File: config.mk
export PLATFORM = sky130hd
export DESIGN_NAME = radix_base_converter
export DESIGN_NICKNAME = d
export VERILOG_FILES = /design/src/rtl/rbc_pkg.sv /design/src/rtl/radix_base_converter.sv
export SDC_FILE = /design/constraint.sdc
export NUM_CORES = 1
export LEC_CHECK = 0
export BUFFER_PORTS_ARGS = -buffer_cell sky130_fd_sc_hd__buf_2
export CAP_MARGIN = 20
export CORE_ASPECT_RATIO = 1.5
export CORE_UTILIZATION = 45
export DETAILED_ROUTE_END_ITERATION = 10
export MAX_ROUTING_LAYER = met4
export PLACE_DENSITY = 0.67
export SETUP_SLACK_MARGIN = 0.5
export SYNTH_ARGS = -nofsm -noshare
export SYNTH_HDL_FRONTEND = slang
export SYNTH_SLANG_ARGS = --single-unit
File: constraint.sdc
create_clock -name clk -period 14.5 [get_ports clk]
set_input_delay 0.725 -clock clk [delete_from_list [all_inputs] [get_ports clk]]
set_output_delay 0.725 -clock clk [all_outputs]
set_load 0.01 [all_outputs]
File: src/rtl/rbc_pkg.sv
// ============================================================================
// rbc_pkg: shared types and helpers of the radix base converter
// Item structs, sequencer states, register indexes, ASCII digit constants
// and the digit/character mapping functions.
// ============================================================================
`default_nettype none

package rbc_pkg;

  // Default sizing handed to the top level
  localparam int DEF_VALUE_BITS = 32;
  localparam int DEF_MAX_DIGITS = 32;

  // ASCII digit characters
  localparam logic [7:0] CHAR_ZERO = 8'h30;  // '0'
  localparam logic [7:0] CHAR_NINE = 8'h39;  // '9'
  localparam logic [7:0] CHAR_A    = 8'h61;  // 'a'
  localparam logic [7:0] CHAR_Z    = 8'h7a;  // 'z'
  localparam logic [7:0] CHAR_NONE = 8'h00;  // char field of an error item

  localparam logic [5:0] DIGIT_TEN     = 6'd10;
  localparam logic [5:0] DIGIT_INVALID = 6'd63;

  localparam logic [5:0] BASE_MIN = 6'd2;
  localparam logic [5:0] BASE_MAX = 6'd36;

  localparam logic [5:0] RST_INPUT_BASE  = 6'd10;
  localparam logic [5:0] RST_OUTPUT_BASE = 6'd2;

  // Register indexes (byte address / 4)
  localparam logic REG_INPUT_BASE  = 1'b0;
  localparam logic REG_OUTPUT_BASE = 1'b1;

  typedef struct packed {
    logic [7:0] in_char;
    logic       in_last;
  } in_item_t;

  typedef struct packed {
    logic [7:0] out_char;
    logic       out_last;
    logic       out_error;
  } out_item_t;

  typedef enum logic [2:0] {
    S_IDLE,
    S_MUL,
    S_ADD,
    S_DIV,
    S_STORE,
    S_RD,
    S_LOAD,
    S_ERR
  } state_t;

  function automatic logic [5:0] clamp_base(logic [5:0] b);
    if (b < BASE_MIN) return BASE_MIN;
    if (b > BASE_MAX) return BASE_MAX;
    return b;
  endfunction

  // Digit value of a character, DIGIT_INVALID for anything else
  function automatic logic [5:0] digit_of(logic [7:0] c);
    if (c >= CHAR_ZERO && c <= CHAR_NINE) return 6'(c - CHAR_ZERO);
    if (c >= CHAR_A && c <= CHAR_Z) return 6'(c - CHAR_A) + DIGIT_TEN;
    return DIGIT_INVALID;
  endfunction

  function automatic logic [7:0] char_of(logic [5:0] r);
    if (r < DIGIT_TEN) return CHAR_ZERO + 8'(r);
    return CHAR_A + 8'(r - DIGIT_TEN);
  endfunction

endpackage

`default_nettype wire

File: src/rtl/radix_base_converter.sv
// ============================================================================
// radix_base_converter: ASCII number conversion between two radixes
// Horner accumulation of input digits and repeated division by the output
// base, both on one shared add/subtract unit; digits are emitted MSB first.
// ============================================================================
//
// Feed a number as lower-case ASCII digits in base input_base, most
// significant first, with in_last on the final character. Each character
// is accepted, then goes through six shift-add steps of the multiply by
// the input base and one step to add the digit. The last character then
// starts the conversion: every output digit takes one restoring-division
// step per value bit plus a store into the remainder memory, and every
// emitted digit then takes a memory read and an output load, which waits
// while the output register is full. All multiply, add and divide steps
// go through one add/subtract unit. in_ready is high only while the
// sequencer is idle; the final result item may still sit in the output
// register while the next number is taken. An invalid character,
// an overflow of VALUE_BITS bits, or a conversion needing more than
// MAX_DIGITS digits yields one item with out_error and out_last set and
// out_char zero. Bases outside 2..36 are clamped. Write the base registers
// (byte address 0 and 4) only while the block is idle.
`default_nettype none

module radix_base_converter #(
  parameter int VALUE_BITS = rbc_pkg::DEF_VALUE_BITS,
  parameter int MAX_DIGITS = rbc_pkg::DEF_MAX_DIGITS
) (
  input  wire                  clk,
  input  wire                  rst_n,
  // input item channel
  input  wire                  in_valid,
  output logic                 in_ready,
  input  rbc_pkg::in_item_t    in_data,
  // result item channel
  output logic                 out_valid,
  input  wire                  out_ready,
  output rbc_pkg::out_item_t   out_data,
  // configuration port
  input  wire                  psel,
  input  wire                  penable,
  input  wire                  pwrite,
  input  wire  [2:0]           paddr,
  input  wire  [31:0]          pwdata,
  output logic [31:0]          prdata,
  output logic                 pready
);
  import rbc_pkg::*;

  localparam int W  = VALUE_BITS + 6;            // product width of value * base
  localparam int AW = $clog2(MAX_DIGITS);        // remainder memory address
  localparam int CW = $clog2(MAX_DIGITS + 1);    // digit count
  localparam int SW = $clog2(VALUE_BITS);        // step counter

  // ---------------------------------------------------------------- config
  logic [5:0] ib_r, ob_r;
  logic [5:0] ib_c, ob_c;
  logic       cfg_wr;

  assign pready = 1'b1;
  assign cfg_wr = psel && penable && pwrite;
  assign ib_c   = clamp_base(ib_r);
  assign ob_c   = clamp_base(ob_r);

  always_comb begin
    case (paddr[2])
      REG_INPUT_BASE:  prdata = {26'b0, ib_r};
      REG_OUTPUT_BASE: prdata = {26'b0, ob_r};
      default:         prdata = '0;
    endcase
  end

  always_ff @(posedge clk) begin
    if (!rst_n) begin
      ib_r <= RST_INPUT_BASE;
      ob_r <= RST_OUTPUT_BASE;
    end else if (cfg_wr) begin
      case (paddr[2])
        REG_INPUT_BASE:  ib_r <= pwdata[5:0];
        REG_OUTPUT_BASE: ob_r <= pwdata[5:0];
        default: ;
      endcase
    end
  end

  // ------------------------------------------------------------- registers
  state_t              state_r, state_nxt;
  logic [VALUE_BITS-1:0] acc_r, acc_nxt;     // accumulated value
  logic                err_r, err_nxt;       // error seen in this number
  logic [CW-1:0]       cnt_r, cnt_nxt;       // digits stored
  logic [W-1:0]        prod_r, prod_nxt;     // multiply partial product
  logic [5:0]          mulsh_r, mulsh_nxt;   // input base, MSB-first
  logic [VALUE_BITS-1:0] q_r, q_nxt;         // dividend / quotient
  logic [5:0]          rem_r, rem_nxt;       // partial remainder
  logic [SW-1:0]       step_r, step_nxt;
  logic [5:0]          dig_r, dig_nxt;       // digit of the held item
  logic                last_r, last_nxt;
  logic [AW-1:0]       idx_r, idx_nxt;       // emit read pointer
  logic                out_valid_r, out_valid_nxt;
  out_item_t           out_data_r, out_data_nxt;
  logic [5:0]          rd_data_r;

  logic       in_fire;
  logic       out_free;
  logic [5:0] in_dig;
  logic       in_bad;
  logic       mem_we;
  logic [6:0] div_t;
  logic       ovf;

  assign in_ready  = (state_r == S_IDLE);
  assign in_fire   = in_valid && in_ready;
  assign out_free  = !out_valid_r || out_ready;
  assign in_dig    = digit_of(in_data.in_char);
  assign in_bad    = (in_dig >= ib_c);
  assign out_valid = out_valid_r;
  assign out_data  = out_data_r;
  assign div_t     = {rem_r, q_r[VALUE_BITS-1]};

  // ------------------------------------------------- shared add/sub unit
  logic [W-1:0] alu_a, alu_b;
  logic         alu_sub;
  logic [W:0]   alu_sum;
  logic         alu_carry;

  always_comb begin
    alu_a   = '0;
    alu_b   = '0;
    alu_sub = 1'b0;
    case (state_r)
      S_MUL: begin
        alu_a = {prod_r[W-2:0], 1'b0};
        alu_b = mulsh_r[5] ? W'(acc_r) : '0;
      end
      S_ADD: begin
        alu_a = prod_r;
        alu_b = W'(dig_r);
      end
      S_DIV: begin
        alu_a   = W'(div_t);
        alu_b   = W'(ob_c);
        alu_sub = 1'b1;
      end
      default: ;
    endcase
  end

  assign alu_sum   = {1'b0, alu_a} + {1'b0, alu_b ^ {W{alu_sub}}} + (W+1)'(alu_sub);
  assign alu_carry = alu_sum[W];
  assign ovf       = |alu_sum[W-1:VALUE_BITS];

  // ------------------------------------------------------------ next state
  always_comb begin
    state_nxt = state_r;
    case (state_r)
      S_IDLE: begin
        if (in_fire) begin
          if (err_r || in_bad) state_nxt = in_data.in_last ? S_ERR : S_IDLE;
          else                 state_nxt = S_MUL;
        end
      end
      S_MUL:   if (step_r == SW'(5)) state_nxt = S_ADD;
      S_ADD: begin
        if (!last_r)  state_nxt = S_IDLE;
        else if (ovf) state_nxt = S_ERR;
        else          state_nxt = S_DIV;
      end
      S_DIV:   if (step_r == SW'(VALUE_BITS - 1)) state_nxt = S_STORE;
      S_STORE: begin
        if (q_r == '0)                          state_nxt = S_RD;
        else if (cnt_r == CW'(MAX_DIGITS - 1))  state_nxt = S_ERR;
        else                                    state_nxt = S_DIV;
      end
      S_RD:    state_nxt = S_LOAD;
      S_LOAD:  if (out_free) state_nxt = (idx_r == '0) ? S_IDLE : S_RD;
      S_ERR:   if (out_free) state_nxt = S_IDLE;
      default: state_nxt = S_IDLE;
    endcase
  end

  // ------------------------------------------------------- datapath/outputs
  always_comb begin
    acc_nxt       = acc_r;
    err_nxt       = err_r;
    cnt_nxt       = cnt_r;
    prod_nxt      = prod_r;
    mulsh_nxt     = mulsh_r;
    q_nxt         = q_r;
    rem_nxt       = rem_r;
    step_nxt      = step_r;
    dig_nxt       = dig_r;
    last_nxt      = last_r;
    idx_nxt       = idx_r;
    out_data_nxt  = out_data_r;
    out_valid_nxt = out_valid_r && !out_ready;
    mem_we        = 1'b0;
    case (state_r)
      S_IDLE: begin
        if (in_fire) begin
          last_nxt  = in_data.in_last;
          dig_nxt   = in_dig;
          prod_nxt  = '0;
          mulsh_nxt = ib_c;
          step_nxt  = '0;
          if (!err_r && in_bad) err_nxt = 1'b1;
        end
      end
      S_MUL: begin
        prod_nxt  = alu_sum[W-1:0];
        mulsh_nxt = {mulsh_r[4:0], 1'b0};
        step_nxt  = step_r + SW'(1);
      end
      S_ADD: begin
        if (ovf) begin
          err_nxt = 1'b1;
        end else begin
          acc_nxt = alu_sum[VALUE_BITS-1:0];
          // start the first division on the final value
          q_nxt    = alu_sum[VALUE_BITS-1:0];
          rem_nxt  = '0;
          step_nxt = '0;
          cnt_nxt  = '0;
        end
      end
      S_DIV: begin
        rem_nxt  = alu_carry ? alu_sum[5:0] : div_t[5:0];
        q_nxt    = {q_r[VALUE_BITS-2:0], alu_carry};
        step_nxt = step_r + SW'(1);
      end
      S_STORE: begin
        mem_we   = 1'b1;
        cnt_nxt  = cnt_r + CW'(1);
        idx_nxt  = cnt_r[AW-1:0];
        rem_nxt  = '0;
        step_nxt = '0;
        if (q_r != '0 && cnt_r == CW'(MAX_DIGITS - 1)) err_nxt = 1'b1;
      end
      S_LOAD: begin
        if (out_free) begin
          out_valid_nxt          = 1'b1;
          out_data_nxt.out_char  = char_of(rd_data_r);
          out_data_nxt.out_last  = (idx_r == '0);
          out_data_nxt.out_error = 1'b0;
          idx_nxt                = idx_r - AW'(1);
          if (idx_r == '0) begin
            acc_nxt = '0;
            err_nxt = 1'b0;
            cnt_nxt = '0;
          end
        end
      end
      S_ERR: begin
        if (out_free) begin
          out_valid_nxt          = 1'b1;
          out_data_nxt.out_char  = CHAR_NONE;
          out_data_nxt.out_last  = 1'b1;
          out_data_nxt.out_error = 1'b1;
          acc_nxt                = '0;
          err_nxt                = 1'b0;
          cnt_nxt                = '0;
        end
      end
      default: ;
    endcase
  end

  // ------------------------------------------------------ remainder memory
  logic [5:0] rem_mem [MAX_DIGITS];

  always_ff @(posedge clk) begin
    if (mem_we) rem_mem[cnt_r[AW-1:0]] <= rem_r;
    rd_data_r <= rem_mem[idx_r];
  end

  // ---------------------------------------------------------- state update
  always_ff @(posedge clk) begin
    if (!rst_n) begin
      state_r     <= S_IDLE;
      acc_r       <= '0;
      err_r       <= 1'b0;
      cnt_r       <= '0;
      out_valid_r <= 1'b0;
    end else begin
      state_r     <= state_nxt;
      acc_r       <= acc_nxt;
      err_r       <= err_nxt;
      cnt_r       <= cnt_nxt;
      out_valid_r <= out_valid_nxt;
    end
  end

  always_ff @(posedge clk) begin
    prod_r     <= prod_nxt;
    mulsh_r    <= mulsh_nxt;
    q_r        <= q_nxt;
    rem_r      <= rem_nxt;
    step_r     <= step_nxt;
    dig_r      <= dig_nxt;
    last_r     <= last_nxt;
    idx_r      <= idx_nxt;
    out_data_r <= out_data_nxt;
  end

  // ------------------------------------------------------------ assertions
  a_store_in_range: assert property (@(posedge clk) disable iff (!rst_n)
    state_r == S_STORE |-> cnt_r < CW'(MAX_DIGITS))
    else $error("digit store beyond remainder memory");

  a_rem_below_base: assert property (@(posedge clk) disable iff (!rst_n)
    state_r == S_STORE |-> rem_r < ob_c)
    else $error("remainder not below output base");

  a_emit_ptr: assert property (@(posedge clk) disable iff (!rst_n)
    (state_r == S_RD || state_r == S_LOAD) |-> CW'(idx_r) < cnt_r)
    else $error("emit pointer past stored digits");

  a_err_item: assert property (@(posedge clk) disable iff (!rst_n)
    out_valid_r && out_data_r.out_error |->
      out_data_r.out_last && out_data_r.out_char == CHAR_NONE)
    else $error("malformed error item");

  a_load_waits: assert property (@(posedge clk) disable iff (!rst_n)
    (state_r == S_LOAD || state_r == S_ERR) && out_valid_r && !out_ready |=>
      $stable(out_data_r))
    else $error("pending result overwritten");

endmodule

`default_nettype wire

* Word-level counts from Yosys, hierarchy flattened *
Memory sizes are Yosys's and may differ from the RTL's. A register that Yosys moved wholly into a read port is not among the register bits.
Index checks and enable logic that the tools add are counted.

storage, ports and cells
  memories kept = 1
  input port bits = 51
  ROM bits = 0
  RAM bits = 192
  word-level logic and storage cells = 186
  bits in latches = 0
  register bits = 164
  output and inout bits = 45

memory list
  name     depth  bits a word  read ports  clocked after memory_dff  wr ports  RTL line                     source
  rem_mem  32     6            1           1                         1         radix_base_converter.sv:267  logic [5:0] rem_mem [MAX_DIGITS];

operators by class
  reductions and logical operators = 42
  divide/modulo/power cells = 0
  eq/ne operators = 20
  muxes and demuxes = 82
  add/sub/neg operators = 11
  shift operators = 0
  magnitude comparators = 10
  multiply operators = 0
  bitwise logic cells = 2

operator list
  kind                number
  $pmux 32 s3         2
  $mux 32             5
  $pmux 32 s2         2
  $pmux 38 s3         1
  $mux 6              18
  $pmux 38 s2         1
  $add 38x38->39      1
  $add 39x1->39       1
  $mux 38             1
  $xor 38x38->38      1
  $mux 3              12
  $logic_not 32->1    1
  $reduce_bool 32->1  1
  $mux 1              25
  $pmux 3 s8          1
  $pmux 6 s4          1
  $mux 10             2
  $pmux 10 s2         1
  $pmux 5 s4          1
  $pmux 6 s3          1
  $mux 8              2
  $ne 2x2->1 const B  8
  $mux 5              3
  $reduce_and 5->1    3
  41 further kinds    72

* Depth between registers and ports, before layout *
  depth after elaboration = 13
  gate-level depth with buffers = 20

* Worst setup path before layout *
OpenSTA, ideal clock, no wires.

  path type = register -> register
  start = register state_r[0]
  end = register q_r[0], enable pin
  cell stages (with the launch flop) = 18
  path buffers = 5
  arrival = 4.600 ns
  required time = 14.111 ns
  path slack = 9.511 ns
  setup time = 0.389 ns
  cells stage by stage = dfxtp_1 -> clkbuf_1 -> clkbuf_1 -> nor3_1 -> clkbuf_1 -> clkbuf_1 -> a22o_1 -> ha_1 -> clkbuf_1 -> nand3_1 -> or4_4 -> or3_4 -> nor4_4 -> o21ai_1 -> a32oi_2 -> and4_1 -> nand2_1 -> nand2_1

on the way
  longest elaborated chain between the ends = 8
  elaborated cells between the ends (all ways) = 13
  those cells by class = 2 x add/sub; 4 x eq/ne; 3 x mux; 1 x bitwise; 3 x reduce/logical

ends and longest elaborated chain
  item                                      RTL line                                                  source
  start, declared                           radix_base_converter.sv:86                                state_t state_r, state_nxt;
  start signal, assigned                    radix_base_converter.sv:283                               state_r <= state_nxt;
  $eq 3x2->1 or $eq 3x1->1 (tied branches)  radix_base_converter.sv:129, radix_base_converter.sv:196
  $pmux 32 s3 or $mux 1 (tied branches)     radix_base_converter.sv:129                               case (state_r)
  $xor 38x38->38                            radix_base_converter.sv:147                               assign alu_sum = {1'b0, alu_a} + {1'b0, alu_b ^ {W{alu_sub}}} + (W+1)'(alu_sub);
  $add 38x38->39                            radix_base_converter.sv:147
  $add 39x1->39                             radix_base_converter.sv:147
  $reduce_or 6->1                           radix_base_converter.sv:149                               assign ovf = |alu_sum[W-1:VALUE_BITS];
  $ne 2x2->1 (no source line)               --
  $reduce_and 2->1 (no source line) (*)     --
  end signal, assigned                      radix_base_converter.sv:294                               q_r <= q_nxt;
  end, declared                             radix_base_converter.sv:92                                logic [VALUE_BITS-1:0] q_r, q_nxt;

Every way passes the cells marked *; elsewhere a longest branch is shown, timed or not.
A chain may end at the register's enable or synchronous reset.

* Final worst setup path *
  start = register state_r[0]
  end = register acc_r[11]

on the way
  longest elaborated chain between the ends = 8
  elaborated cells between the ends (all ways) = 20
  those cells by class = 2 x add/sub; 9 x eq/ne; 5 x mux; 1 x bitwise; 3 x reduce/logical

ends and longest elaborated chain
  item                                   RTL line                     source
  $eq 3x2->1 (tied with other cells)     radix_base_converter.sv:129
  $pmux 32 s3 or $mux 1 (tied branches)  radix_base_converter.sv:129
  $xor 38x38->38                         radix_base_converter.sv:147
  $add 38x38->39                         radix_base_converter.sv:147
  $add 39x1->39                          radix_base_converter.sv:147
  $reduce_or 6->1                        radix_base_converter.sv:149
  $ne 2x2->1 (no source line)            --
  $reduce_and 5->1 (no source line)      --
  end signal, assigned                   radix_base_converter.sv:284  acc_r <= acc_nxt;
  end, declared                          radix_base_converter.sv:87   logic [VALUE_BITS-1:0] acc_r, acc_nxt;

Several ways; a longest one is shown, not always the timed one. The select of a mux whose other input is x is not followed.

==> metrics.cfg <==
[clock_tree]
htreeDepth = 2
cts_buffers = 36
clk-insertion-delay-late_ns = 0.54
root_buffer = clkbuf_16
clock_path_buffers = 3
cts_tree = yes
cts_sinks = 362
postCtsResizedCells = 0
cts-hold-fix-buffers = 0
post-cts-setup-buffer-count = 0
path_clk_slew_ns = 0.06

[floorplanning]
num_rows = 90
die_h_um = 250.8
fp.coreArea_um2 = 40430
die_w_um = 167.8
initial_utilization_pct = 45.92
dieArea_um2 = 42090
io_pins = 96

[job]
maxCapViolations = 0

[logic_synthesis]
synthFlopType = edfxtp_1
synth_cells = 1577
ys_seq_elements = 362
yosys-top-cells-area = edfxtp_1 (49%), mux4_2 (7.3%), dfxtp_1 (6.6%)
synth_sequential_area_ratio_pct = 55.27
synth_edf_count = 301
synth_top_area_share_pct = 48.69
yosys.area.top_type = edfxtp_1
netlist_area_um2 = 18560
yosysWarnings = 0
async_flop_share_pct = 0
syn_avg_cell_area_um2 = 11.77
synth_cell_type_count = 77

[grt]
antenna_found_initial = 0
grt_pass1_wl_um = 64980
grt_pass1_vias = 12090
track_usage_pct = 20.43
grt_max_degree = 70
gr-total-overflow = 0

[worst_setup_path]
crit_path_cell_trace = buf_4 -> nor2b_1 -> nand2_1 -> buf_4 -> inv_2 -> buf_4 -> nand2_1 -> o21ai_0 -> ha_1 -> a21oi_1 -> o21ai_0 -> a211oi_1 -> nor4_1 -> or4_1 -> nand4_1 -> nand4_2 -> o32ai_4 -> buf_4 -> mux2i_1 -> nor2_1
worst-path-buf-inv = 5
critPathLaunchType = flip-flop
crit_arrival_ns = 6.45
required_ns = 14.90
cp.depth = 20
worst_path_max_delay_cell = o32ai_4
crit_path_frequent_cell = buf_4
crit_family = buffers and inverters
critPathKind = flip-flop to flip-flop
crit_path_max_incr_delay_ns = 0.60
critPathMaxFanout = 69
worstRegToRegCells = 20
cp-end-kind = flip-flop
ff2ff_setup_slack_ns = 8.45

[layout]
postLayoutCellArea_um2 = 20280
multi_input_area_um2 = 7731
fin_cells = 2123
fillers = 3458
fin_util_pct = 50.15
ff_latch_area_um2 = 10260
layout_commonest_cell = edfxtp_1
diodes = 0
nNetsFinal = 1703
syn_to_final_growth_pct = 9.220
final_layout_size_suffix_gt1_share_pct = 13.61
layout_common_cells = edfxtp_1 (301), nor2_1 (184), nand2_1 (179)

[placed_design]
portBuffers = 40
routabilityCongestion = 0.8908
placed_area_um2 = 19110
pre_cts_ws_ns = 8.418
dp_hpwl_um = 28320
dp.cells = 2057

[timing]
fin_ws_ns = 8.448
finalHoldViolCount = 0
rsz0062_at_grt = no
finalSetupViolations = 0
slew_headroom_pct = 33.87
whs_ns = 0.4255
fmax_ghz = 0.1652
fin_worst_skew_ns = 0.02158
finalCriticalPeriod_ns = 6.052
tightest_slew_ns = 0.9883
period_share_pct = 41.74
finalMaxSlewViolations = 0
fin_tns_setup_ns = 0

[detailed_routing]
finalWirelength_um = 41170
drc = 0
viasPerCell = 5.667
route.vias.total = 12030
drtIter0Drc = 692
ant_nets = 0
drtPass1Iterations = 5
avgRoutedWirePerCell_um = 19.39

[power]
power.leakage_nw = 7.226
total_power_mw = 3.814
pwr_density_cell_nw_per_um2 = 188.1
ir_drop_v = 0.0001145

[worst_hold_path]
hp-class = input pin to flip-flop
hold_depth = 1

[run_status]
outcome = complete, no violations

-- worst reg2reg max path, cell delays in order, from the launching register on --
cell and delay (ns):
dfxtp_1 0.30, buf_4 0.32, nor2b_1 0.31, nand2_1 0.08
buf_4 0.29, inv_2 0.09, buf_4 0.51, nand2_1 0.10
o21ai_0 0.24, ha_1 0.33, a21oi_1 0.18, o21ai_0 0.14
a211oi_1 0.47, nor4_1 0.15, or4_1 0.50, nand4_1 0.20
nand4_2 0.25, o32ai_4 0.60, buf_4 0.51, mux2i_1 0.26
nor2_1 0.06
-- cell families (layout without fill, tap and decap cells) --
kind of cell / Yosys count / in the layout / synth area share [%]
AO/OA/AOI/OAI: 322 / 322 / 11.23
XOR/XNOR: 51 / 51 / 2.406
buffers and inverters: 146 / 161 / 3.660
flip-flops: 362 / 362 / 55.27
other: 2 / 27 / 0.04045
AND/OR/NAND/NOR: 509 / 509 / 12.40
multiplexers: 123 / 123 / 10.79
adder cells (fa/ha/maj): 62 / 62 / 4.206
-- Yosys cell counts, types with 16 or more instances --
library cell / count
buf_4: 27
dfxtp_1: 61
o21ai_0: 98
mux4_2: 60
mux2_2: 17
edfxtp_1: 301
nor3_1: 18
nand2_1: 179
xnor2_1: 28
inv_1: 32
a22o_1: 32
xor2_1: 23
nor2_1: 185
nand3_1: 17
mux2i_1: 46
ha_1: 60
a21oi_1: 79
clkbuf_1: 62
a21o_1: 16
-- cell type report --
cell class                      count  share of cell area [%]
Clock inverter                     15                  0.6788
Multi-Input combinational cell   1094                   38.13
Inverter                           35                  0.6479
Timing Repair Buffer               62                   1.876
Sequential cell                   362                   50.60
Clock buffer                       49                   4.943
Tap cell                          506                   3.122
-- flip-flops by register name, summed over array words and instances (netlist names), 3 cells and up --
register / count
rem_mem: 192
prod_r: 38
acc_r: 32
q_r: 32
out_data: 10
cnt_r: 6
dig_r: 6
ib_r: 6
mulsh_r: 6
ob_r: 6
rd_data_r: 6
rem_r: 6
idx_r: 5
step_r: 5
state_r: 3
-- routing by layer --
metal | part of all wire [%] | up-vias | track usage [%]
met1 | 39 | 5864 | 22.39
met3 | 3.3 | 80 | 2.566
met2 | 54 | 242 | 37.35
li1 | - | 5844 | -
met4 | 3.3 | 0 | 8.047
met5 | 0 | - | -
-- power breakdown --
| group | total [mW] | internal (mW) | switching (mW) |
|---|---|---|---|
| Clock | 0.909 | 0.523 | 0.386 |
| Combinational | 1.35 | 0.491 | 0.857 |
| Sequential | 1.56 | 1.44 | 0.113 |
-- worst paths after layout --
path / end / start
max: acc_r[11] / state_r[0]
min: last_r / in_data[0]
max reg2reg: acc_r[11] / state_r[0]
min reg2reg: acc_r[23] / acc_r[23]
(Power assumes the default switching activity.)
